<file path="config.mk">
export PLATFORM = sky130hd
export DESIGN_NAME = sng_div
export DESIGN_NICKNAME = d
export VERILOG_FILES = /design/src/rtl/sng_pkg.sv /design/src/rtl/sng_div.sv
export SDC_FILE = /design/constraint.sdc
export NUM_CORES = 2
export LEC_CHECK = 0
export BUFFER_PORTS_ARGS = -buffer_cell sky130_fd_sc_hd__buf_2
export CAP_MARGIN = 5
export CORE_MARGIN = 4
export CORE_UTILIZATION = 30
export CTS_CLUSTER_DIAMETER = 80
export DETAILED_ROUTE_END_ITERATION = 6
export SLEW_MARGIN = 25
export SYNTH_ARGS = -nofsm -noshare
export SYNTH_HDL_FRONTEND = slang
export SYNTH_SLANG_ARGS = --single-unit
</file>
<file path="constraint.sdc">
create_clock -name clk_i -period 3.4 [get_ports clk_i]
set_clock_uncertainty 0.1 [all_clocks]
set_input_delay 0.34 -clock clk_i [delete_from_list [all_inputs] [get_ports clk_i]]
set_output_delay 0.34 -clock clk_i [all_outputs]
set_load 0.02 [all_outputs]
</file>
<file path="src/rtl/sng_pkg.sv">
// ----------------------------------------------------------------------------
// sng_pkg
// Shared types, constants and helpers of the spectral noise gate.
// ----------------------------------------------------------------------------
package sng_pkg;

  localparam int unsigned BIN_FW   = 10;
  localparam int unsigned PART_W   = 24;
  localparam int unsigned BINPK_W  = 48;
  localparam int unsigned NOISE_W  = 48;
  localparam int unsigned GAIN_W   = 16;
  localparam int unsigned PWR_W    = 48;
  localparam int unsigned RP_W     = 56;
  localparam int unsigned DEN_W    = 58;
  localparam int unsigned REM_W    = 59;
  localparam int unsigned FRAC_W   = 16;
  localparam int unsigned DIV_STEPS = 16;
  localparam int unsigned SQ_STAGES = 6;

  localparam int unsigned S_TDATA_W = 112;
  localparam int unsigned M_TDATA_W = 80;
  localparam int unsigned OUT_WORD_W = BIN_FW + 2 * PART_W + GAIN_W;

  localparam int unsigned OUT_DEPTH = 32;
  localparam int unsigned OUT_PTR_W = 5;
  localparam int unsigned OUT_CNT_W = 6;

  localparam logic [GAIN_W-1:0] Q15_ONE = 16'd32768;

  localparam int unsigned PADDR_W = 4;

  typedef enum logic {
    OP_PROCESS = 1'b0,
    OP_LOAD    = 1'b1
  } sng_op_e;

  typedef enum logic [1:0] {
    REG_MIN_GAIN  = 2'd0,
    REG_SHARPNESS = 2'd1,
    REG_FRAMES    = 2'd2,
    REG_NONE      = 2'd3
  } sng_reg_e;

  // sideband that rides along with the divider
  typedef struct packed {
    logic                nz;
    logic [BIN_FW-1:0]   bin;
    logic [BINPK_W-1:0]  delayed;
  } sng_tag_t;

  function automatic logic [PART_W-1:0] mag24(input logic [PART_W-1:0] v);
    mag24 = v[PART_W-1] ? (~v + 1'b1) : v;
  endfunction

  function automatic logic [PWR_W-1:0] power48(input logic [BINPK_W-1:0] p);
    logic [PART_W-1:0] a;
    logic [PART_W-1:0] b;
    a = mag24(p[PART_W-1:0]);
    b = mag24(p[BINPK_W-1:PART_W]);
    power48 = PWR_W'(a * a) + PWR_W'(b * b);
  endfunction

endpackage

</file>
<file path="src/rtl/sng_div.sv">
// ----------------------------------------------------------------------------
// sng_div
// Pipelined restoring divider, one quotient bit per stage, Q1.15 fraction.
// ----------------------------------------------------------------------------
module sng_div
  import sng_pkg::*;
(
  input  logic              clk_i,
  input  logic              rst_ni,
  input  logic              valid_i,
  input  logic [RP_W-1:0]   num_i,
  input  logic [DEN_W-1:0]  den_i,
  input  sng_tag_t          tag_i,
  output logic              valid_o,
  output logic [FRAC_W-1:0] frac_o,
  output sng_tag_t          tag_o
);

  logic              v_q   [DIV_STEPS];
  logic [REM_W-1:0]  rem_q [DIV_STEPS];
  logic [DEN_W-1:0]  den_q [DIV_STEPS];
  logic [FRAC_W-1:0] f_q   [DIV_STEPS];
  sng_tag_t          tag_q [DIV_STEPS];

  for (genvar s = 0; s < DIV_STEPS; s++) begin : g_step
    logic              v_in;
    logic [REM_W-1:0]  rem_in;
    logic [DEN_W-1:0]  den_in;
    logic [FRAC_W-1:0] f_in;
    sng_tag_t          tag_in;
    logic              ge;
    logic [REM_W-1:0]  rem_sub;

    if (s == 0) begin : g_first
      assign v_in   = valid_i;
      assign rem_in = REM_W'(num_i);
      assign den_in = den_i;
      assign f_in   = '0;
      assign tag_in = tag_i;
    end else begin : g_next
      assign v_in   = v_q[s-1];
      assign rem_in = rem_q[s-1];
      assign den_in = den_q[s-1];
      assign f_in   = f_q[s-1];
      assign tag_in = tag_q[s-1];
    end

    assign ge      = rem_in >= REM_W'(den_in);
    assign rem_sub = ge ? (rem_in - REM_W'(den_in)) : rem_in;

    always_ff @(posedge clk_i or negedge rst_ni) begin
      if (!rst_ni) begin
        v_q[s] <= 1'b0;
      end else begin
        v_q[s] <= v_in;
      end
    end

    always_ff @(posedge clk_i) begin
      rem_q[s] <= {rem_sub[REM_W-2:0], 1'b0};
      den_q[s] <= den_in;
      f_q[s]   <= {f_in[FRAC_W-2:0], ge};
      tag_q[s] <= tag_in;
    end
  end

  assign valid_o = v_q[DIV_STEPS-1];
  assign frac_o  = f_q[DIV_STEPS-1];
  assign tag_o   = tag_q[DIV_STEPS-1];

endmodule

</file>
Yosys cells after proc, flatten, opt, wreduce, memory -nomap -nowiden
Memory sizes are Yosys's and may differ from the RTL's. Cells that the tools add are included.

Bits in registers: 16. Latch bits: 0. Memory bits (writable): 3056. ROM bits: 0. Output and inout port bits: 76. Word-level logic and storage cells: 68. Memories kept: 4.

Memories: tag_q (depth 16, width 59, read ports 16, clocked after Yosys merged registers in 0, wr ports 16, line sng_div.sv:23) `sng_tag_t tag_q [DIV_STEPS];`; den_q (depth 16, width 58, read ports 15, clocked after Yosys merged registers in 0, wr ports 16, line sng_div.sv:21) `logic [DEN_W-1:0] den_q [DIV_STEPS];`; rem_q (depth 16, width 58, read ports 15, clocked after Yosys merged registers in 0, wr ports 16, line sng_div.sv:20) `logic [REM_W-1:0] rem_q [DIV_STEPS];`; f_q (depth 16, width 16, read ports 16, clocked after Yosys merged registers in 0, wr ports 16, line sng_div.sv:22) `logic [FRAC_W-1:0] f_q [DIV_STEPS];`.

$add $sub $neg: 16. Multiply operators: 0. Divide/modulo/power cells: 0. Magnitude comparators: 16. Equality and inequality tests: 0. Shifts and indexed selects: 0. Mux-type cells: 16. Bitwise logic cells: 0. Reduce and logical (&&, ||, !) cells: 0.

Operators by type and width (count): $mux 58 (16); $ge 59x58->1 (15); $sub 58x58->58 (15); $ge 56x58->1 (1); $sub 56x58->58 (1).

Longest topological paths before layout
An unclocked memory read counts as a cell.

Depth after elaboration: 3. Depth in mapped cells: 18. Depth with buffers taken out: 16.

Worst setup path before layout
OpenSTA, ideal clock, no wires.

Path type: input to register. From: input port num_i[0]. To: memory rem_q[0][41] in the netlist's numbering. Library setup time: 121 ps. Arrival time: 3445 ps. Path slack: -265 ps. Cell stages on the path: 16. Path buffers: 1. Path through: inv_1 > ha_1 > inv_1 > fa_1 > a211oi_1 > nor2_1 > o41a_1 > a41o_1 > a221oi_1 > and2_1 > o21ai_1 > a21o_1 > a22oi_2 > buf_2 > inv_2 > mux2_2.

RTL lines: start: declaration (line sng_div.sv:11) `input logic [RP_W-1:0] num_i,`; end: declaration (line sng_div.sv:20).

==> run metrics <==
hpwl dp=238 mm; Crit Reg-Reg Endpoint=rem_q[13][9]$_DFF_P_; Multi-input gate area=0.0608 mm2; design area=0.166 mm2; Hold Vio Cnt, Final=0; RSZ-0062 raised after global routing=yes; RD Place Congestion=0.900; first-pass GRT wire length=491 mm; run status=finished with violations; Final setup viols=696; Row Count=231; Lkg Pwr=77.4 nW; Iter 0 DRT Violations=4677; I/O Pins=252; filler cell count=38100; reg2reg path depth=18; PwrDens=1020 mW/mm2; synth cell count leaders=2820 x dfxtp_1, 1252 x a21oi_1, 1147 x inv_1, 927 x nand2_1, 925 x ha_1; Port Buffers=251; Synth cell types=108; share of layout cells above drive strength 1=0.278; dpl cells=20200; die extent in x=638 um; die height=638 um; global route overflow=0; R2R Setup Slk=-0.51 ns; fin worst setup slack=-0.507 ns; Mapped Cells=12700; Cell Area, Synth=0.119 mm2; Worst Max-Slew Pin Slew=0.730 ns; DP Area=0.144 mm2; DR vias=96100; Clock Root Buffer=clkbuf_16; Synth Warn #=0; Initial Utilization=0.301; Avg WL per Cell=14.9 um; CTS H-Tree Depth=5; CP startpoint=den_q[12][4]$_DFF_P_; peak supply drop=511 uV; HP Class=input port to flop; GRT Total Usage=0.147; DR pass1 iterations=5; launch point of the worst reg-to-reg path=den_q[12][4]$_DFF_P_; hold path startpoint=num_i[46]; Sum Neg Setup Slack=-121.62 ns; failing checks=setup timing; antenna viol nets, final=0; CP endpoint kind=flop; share of synthesized registers carrying an async set or reset=0.00564; crit start category=flop; Post-synth EDFFs=0; total power=169 mW; Peak Freq=256 MHz; CTS clock-pin slew for the worst setup and hold paths=0.06 ns; TritonCTS clock tree=yes; Sink Count=2836; Max-slew headroom=0.512; area delta synth->final=39.2%; largest net degree at the start of global routing=34; ys flop type=dfxtp_1; Worst Hold Slack=0.114 ns; final period demand of the worst path=3.91 ns; syn_area_per_cell=9.39 um2; final cell count without fillers=21300; vias per cell=4.51; vias in the first global route=95600; nets=16900; Hold EP=rem_q[0][46]$_DFF_P_; CP max FO=6; Final Cycle Share=1.15; Syn Nets=13800; flops & latches, synth=2836; drt drc=0; Total Die Area=0.408 mm2; initial antenna violation count=2; register area=0.0570 mm2; Worst Setup Path Type=flop to flop; routed wire length=317 mm; area leader, netlist=dfxtp_1; Clk Latency, worst-skew pair=0.93 ns; CTS Buf Count=304; Synth top area share=0.473; Max Cap Viol=0; max-slew violation count=0; Longest Clk Path Bufs=4; core area=0.396 mm2; required time of the critical path=4.12 ns; top post-synthesis cells by area=dfxtp_1 47%, ha_1 9.7%, a21oi_1 5.3%; worst hold stages=4; sequential fraction of the synthesis area=0.477; most common cell in the netlist=dfxtp_1; CP Data Arrival Time=4.62 ns
==> sequential cells by signal, summed over array words and instances (netlist names) <==
register and flops:
den_q 870, valid_o 1, f_q 136, g_step.v_in 15
rem_q 870, tag_q 944
==> worst max-delay path by stage <==
stage	to	slack [ns]	depth (start not counted)
floorplan	rem_q[0][41]$_DFF_P_	-0.04	16
global placement	rem_q[10][55]$_DFF_P_	-0.83	15
detailed placement	rem_q[14][5]$_DFF_P_	-0.85	17
CTS	rem_q[13][1]$_DFF_P_	-0.49	17
global route	rem_q[13][9]$_DFF_P_	-0.60	17
finish	rem_q[13][9]$_DFF_P_	-0.51	18
==> area by class of cell <==
type                            instances  area share
Timing Repair Buffer                 3273       0.161
Tap cell                             5242      0.0395
Antenna cell                            6   0.0000904
Multi-Input combinational cell       8244       0.366
Inverter                             1150      0.0261
Clock buffer                          403      0.0508
Sequential cell                      2836       0.343
Clock inverter                        148      0.0129
==> repair_timing <==
item / CTS / global route
pin swaps: 147 / 218
resized for setup: 582 / 628
endpoints found under the setup margin: 798 / 882
setup buffers: 126 / 93
hold buffers: 316 / 0
hold endpoints to repair: 192 / 0
gates cloned: 27 / 29
==> cells by family after synthesis <==
family | synth area share
AOI/OAI and AO/OA | 0.182
xor gates and xnor gates | 0.0585
adders and majority gates | 0.0996
buffers and inverters | 0.0533
DFF | 0.477
muxes | 0.0221
and+or+nand+nor | 0.107
==> through the flow <==
stage               setup slack, ns   util
global route                 -0.603  0.419
floorplan                   -0.0415      -
finish                       -0.507  0.419
global placement             -0.835  0.364
detailed placement           -0.847  0.364
CTS                          -0.485  0.410
==> report_power, final <==
group          switching (mW)  internal [mW]
logic                    43.2           46.4
clock network            13.8           20.2
registers                4.55           40.8
total                    61.6            107
==> per-layer routing <==
layer	wire length, um	up-vias	GRT usage
li1	-	50000	-
met1	141000	43500	0.184
met2	147000	1950	0.248
met3	12100	694	0.0194
met4	17400	0	0.0691
met5	0	-	0
==> worst max-delay path, stage by stage, from the launching register on <==
cell	delay, ns
dfxtp_2	0.32
inv_1	0.05
ha_4	0.28
buf_4	0.12
and3_1	0.25
buf_4	0.19
nand2b_1	0.06
nor4_1	0.28
nand2_1	0.08
or4b_2	0.66
o21ai_0	0.22
buf_4	0.18
a21oi_1	0.08
o41ai_4	0.07
buf_6	0.15
buf_12	0.11
buf_12	0.11
buf_16	0.16
mux2_4	0.30
==> placed cells by master (no fill, tap or decap), types with 42 or more instances in the layout <==
cell / count
a21o_1: 513
a21oi_1: 1160
a21oi_2: 81
a31oi_1: 89
and2_1: 51
and3_1: 86
buf_12: 55
buf_2: 252
buf_4: 2495
buf_6: 74
clkbuf_1: 55
clkbuf_16: 325
clkbuf_8: 43
dfxtp_1: 2720
dfxtp_2: 99
dlygate4sd3_1: 316
ha_1: 826
ha_4: 95
inv_1: 1104
inv_2: 43
mux2_2: 67
mux2_4: 154
nand2_1: 911
nand2b_1: 98
nand3_1: 158
nand4_1: 247
nor2_1: 706
nor2b_1: 98
nor3_1: 104
o211ai_1: 44
o21a_1: 94
o21ai_0: 728
o21ai_1: 50
o21ai_2: 45
o21bai_1: 173
o31ai_1: 42
xnor2_1: 490
xor2_1: 303
(Power assumes the default switching activity.)
